## src/sv/ieil_pkg.sv

```systemverilog
`timescale 1ns / 1ps

package ieil_pkg;

   // Request codes
   typedef enum logic [2:0] {
      OP_APPEND = 3'd0,
      OP_DROP   = 3'd1,
      OP_INSERT = 3'd2,
      OP_ERASE  = 3'd3,
      OP_READ   = 3'd4,
      OP_WRITE  = 3'd5,
      OP_CLEAR  = 3'd6,
      OP_RESIZE = 3'd7
   } op_type;

   typedef enum logic [1:0] {
      STAT_OK    = 2'd0,
      STAT_RANGE = 2'd1,
      STAT_FULL  = 2'd2
   } status_type;

   // What every cell does on one edge
   typedef enum logic [2:0] {
      ACT_HOLD,
      ACT_INSERT,
      ACT_ERASE,
      ACT_WRITE,
      ACT_FILL
   } act_type;

   typedef enum logic [1:0] {
      S_RUN,
      S_SWEEP
   } state_type;

   typedef struct packed {
      op_type      req_type;
      logic [6:0]  position;
      logic [63:0] word_in;
   } req_item_type;

   typedef struct packed {
      logic [63:0] word_out;
      status_type  status;
      logic [6:0]  length;
      logic        is_empty;
   } rsp_item_type;

   // Broadcast to the cell row
   typedef struct packed {
      act_type     action;
      logic [6:0]  pos;
      logic [63:0] word;
   } cmd_type;

endpackage

```

## src/sv/ieil_cell.sv

```systemverilog
`timescale 1ns / 1ps

module ieil_cell #(
   parameter int DEPTH = 64,
   parameter int INDEX = 0
) (
   input  logic                         clock,
   input  ieil_pkg::cmd_type            cmd,
   input  logic [$clog2(DEPTH+1)-1:0]   cnt,
   input  logic [$clog2(DEPTH+1)-1:0]   fill_lim,
   input  logic [6:0]                   rd_pos,
   input  logic [63:0]                  word_left,
   input  logic [63:0]                  word_right,
   input  logic [63:0]                  col_right,
   output logic [63:0]                  word_q,
   output logic [63:0]                  col_q
);
   import ieil_pkg::*;

   localparam int CW = $clog2(DEPTH + 1);
   localparam int XW = (CW > 7) ? CW : 7;
   localparam logic [XW-1:0] IDX = XW'(INDEX);

   logic [63:0]   word_ff, word_in;
   logic [63:0]   col_ff, col_in;
   logic [XW-1:0] pos_x, rd_x, cnt_x, lim_x;

   assign pos_x = XW'(cmd.pos);
   assign rd_x  = XW'(rd_pos);
   assign cnt_x = XW'(cnt);
   assign lim_x = XW'(fill_lim);

   always_comb begin
      word_in = word_ff;
      case (cmd.action)
         ACT_INSERT: begin
            if (IDX == pos_x)     word_in = cmd.word;
            else if (IDX > pos_x) word_in = word_left;
         end
         ACT_ERASE: begin
            if (IDX >= pos_x) word_in = word_right;
         end
         ACT_WRITE: begin
            if (IDX == pos_x) word_in = cmd.word;
         end
         ACT_FILL: begin
            if (IDX >= cnt_x && IDX < lim_x) word_in = cmd.word;
         end
         default: word_in = word_ff;
      endcase
   end

   // read collector: the addressed word walks one cell a cycle towards cell 0
   assign col_in = (IDX == rd_x) ? word_ff : col_right;

   always_ff @(posedge clock) begin
      word_ff <= word_in;
      col_ff  <= col_in;
   end

   assign word_q = word_ff;
   assign col_q  = col_ff;

endmodule

```

## config.mk

```make
export PLATFORM = sky130hd
export DESIGN_NAME = ieil_cell
export DESIGN_NICKNAME = d
export VERILOG_FILES = /design/src/sv/ieil_pkg.sv /design/src/sv/ieil_cell.sv
export SDC_FILE = /design/constraint.sdc
export NUM_CORES = 1
export LEC_CHECK = 0
export BUFFER_PORTS_ARGS = -buffer_cell sky130_fd_sc_hd__buf_2
export CORE_AREA = 3 3 163 165
export CTS_CLUSTER_SIZE = 25
export DETAILED_ROUTE_END_ITERATION = 7
export DIE_AREA = 0 0 166 168
export PLACE_DENSITY_LB_ADDON = 0.2
export SYNTH_ARGS = -nofsm -noshare
export SYNTH_HDL_FRONTEND = slang
export SYNTH_SLANG_ARGS = --single-unit
```

## constraint.sdc

```tcl
create_clock -name clock -period 12.5 [get_ports clock]
set_input_delay 3.75 -clock clock [delete_from_list [all_inputs] [get_ports clock]]
set_output_delay 3.75 -clock clock [all_outputs]
set_load 0.05 [all_outputs]
```

==> summary.txt <==
Logic synthesis
  – Synthesized area: 0.00528 mm2
  – Area contributors post-synth: edfxtp_1 (36%), dfxtp_1 (24%), mux2_2 (14%), a22o_1 (11%), a21o_1 (9.1%)
  – Yosys top cell area share: 36.4%
  – Post-synth EDFFs: 64
  – Cell variety after synth: 24
  – Seq/Total Area, Yosys: 60.6%
  – Synth Area per Inst: 14.5 um2
  – Post-synth top area cell: edfxtp_1
  – Most used DFF post-synth: edfxtp_1
  – Synthesized netlist cell count: 365
  – Seq cells post-synth: 128
  – Async S/R FF share, synth: 0%
  – Post-synth top cells: a21o_1 (64), a22o_1 (64), dfxtp_1 (64), edfxtp_1 (64), mux2_2 (64)
  – Net count after synthesis: 653
  – Yosys warns: 0

Power and ir drop
  – Lkg Pwr: 4.02 nW
  – Pint: 0.788 mW
  – Power density over the cells: 132 mW/mm2
  – Switching Share: 27.7%
  – Logic pwr share: 15.5%
  – Register share of total power: 42.1%
  – Psw: 0.301 mW
  – Clock power share: 42.3%
  – VDD IR max: 0.0000707 V

Route
  – Remaining DRCs: 0
  – Drt pass-1 iters: 4
  – DRT iter0 DRCs: 166
  – Via/cell ratio: 4.23
  – Number of routed nets with antenna violations: 0
  – Detailed-route wire length: 20400 um
  – Vias: 4743
  – DR WL/cell: 18.2 um

Die
  – Die X: 166 um
  – IO Pins: 416
  – # rows: 58
  – DIE AREA: 0.0279 mm2
  – Core Area: 0.0252 mm2
  – Initial core utilization: 21.0%
  – Die Y: 168 um

STA
  – Endpoints failing setup: 0
  – Final Cycle Share: 43.8%
  – Final Max Slew Viols: 0
  – Post-route setup TNS: 0 ps
  – Clock skew: 12.3 ps
  – Final min period: 5470 ps
  – Worst Setup Slack, final: 7030 ps
  – Fmax: 183 MHz
  – Final Hold Vio Count: 0
  – Worst-Margin Slew: 981 ps
  – RSZ-0062 raised after global routing: false
  – Slew HR: 34.6%

Clock network
  – H-tree Lvls: 4
  – TritonCTS clock tree: built
  – Bufs on Longest Clock Path: 2
  – CTS sink cnt: 128
  – Post-CTS Resized: 0
  – Root Buffer: clkbuf_16
  – TritonCTS buffer count: 17
  – Clock latency on the worst-skew pair: 410 ps
  – CTS hold repair buffers: 0
  – Postcts setup bufs: 0
  – Clock Pin Slew Worst Setup and Hold Paths: 70 ps

Finish
  – NumNets Final: 1067
  – Ant diodes: 0
  – Post-Route Utilization: 32.7%
  – Area Growth Syn to Fin: 55.9%
  – Share of cells above drive strength 1: 65.9%

Setup path
  – R2R depth: 1
  – Critical path capture point type: register
  – Maximum fanout along the worst path: 64
  – WP data required: 12530 ps
  – Startpoint Class: input port
  – Worst path arrival time: 5500 ps
  – Critical path class: input port to register

Placed design
  – Pre-CTS worst setup slack: 6570 ps
  – Detail Placement HPWL: 15600 um
  – Placer Congestion: 0.775
  – Port Buffers: 415

Hold path
  – Hold-critical path depth: 1
  – Hold/Removal Path Class: register to register

Global routing
  – Gr usage total: 14.1%
  – First-pass GRT wire length: 30200 um
  – Antenna violations before repair: 0
  – Vias in the first global route: 5108
  – Grt ovf: 0
  – Largest net degree at the start of global routing: 65

Run status
  – Outcome: complete, no violations

Flow run
  – Max Cap Viol: 0
## area by class of cell
cell class,count,area [um2]
clock buffers,18,429
clock inverters,14,110
fillers,2591,16900
multi-input cells,212,1970
flip-flops and latches,128,3200
well taps,330,413
repair buffers,420,2110
## stage by stage
stage	hold slack [ps]	cell area (um2)	instances	power, mW
2_1_floorplan	878	5280	365	0.570
3_3_place_gp	483	7700	1090	0.638
3_5_place_dp	482	7700	1090	0.639
4_1_cts	500	8240	1122	1.11
5_1_grt	525	8240	1122	1.14
6_report	498	8240	1122	1.09
## logic make-up (layout without fill, tap and decap cells)
family / count (synthesis) / after routing / share of synthesized area (%)
compound gates: 132 / 132 / 20.7
buf+inv: 25 / 452 / 2.79
flops: 128 / 128 / 60.6
mux: 64 / 64 / 13.6
simple gates: 16 / 16 / 2.18
## layout by cell type, fill, tap and decap left out
cell type / count
a21oi_1: 1
nand2_4: 1
edfxtp_1: 64
nor2_1: 1
clkbuf_16: 17
nor3b_2: 1
nor4_4: 1
buf_2: 415
mux2_2: 64
a21o_1: 64
a211oi_4: 1
nor3_2: 1
o32ai_4: 1
clkbuf_1: 1
or4_1: 1
o211ai_4: 1
dfxtp_1: 64
nand3_1: 2
a22o_1: 64
clkinv_1: 1
clkinv_2: 1
inv_6: 3
buf_4: 5
clkinv_4: 3
nor4_1: 3
clkinvlp_4: 5
nor3_1: 2
nor2b_4: 1
inv_8: 1
and2b_1: 1
nand2_1: 1
## worst paths after layout
kind                              end  slack [ps]            startpoint
hold reg to reg     col_q[26]$_DFF_P_         500  word_q[26]$_DFFE_PP_
setup / recovery  word_q[8]$_DFFE_PP_        7030               cmd[67]
setup reg to reg    col_q[56]$_DFF_P_       11640  word_q[56]$_DFFE_PP_
hold / removal      col_q[26]$_DFF_P_         500  word_q[26]$_DFFE_PP_
## routing by layer
layer / share of wire, % / GRT usage (%) / up-vias
met5: 0 / 0 / -
met4: 1.7 / 4.48 / 0
met3: 8.5 / 4.95 / 15
met2: 52 / 25.4 / 256
met1: 38 / 15.5 / 2208
li1: - / - / 2264
## sequential cells by signal (all words and copies together) (netlist names)
register / count
col_q: 64
word_q: 64
## power groups by stage
stage | sequential [mW] | combinational, mW | clock [mW]
2_1_floorplan | 0.513 | 0.0571 | 0
3_3_place_gp | 0.468 | 0.169 | 0
3_5_place_dp | 0.469 | 0.171 | 0
4_1_cts | 0.459 | 0.171 | 0.478
5_1_grt | 0.460 | 0.183 | 0.498
6_report | 0.459 | 0.169 | 0.461
## worst max-delay path: stages
cell and delay (ps):
buf_2 110, nor4_4 350, nand2_1 200, o32ai_4 270
buf_4 740
Power figures use the tool's default switching activity.
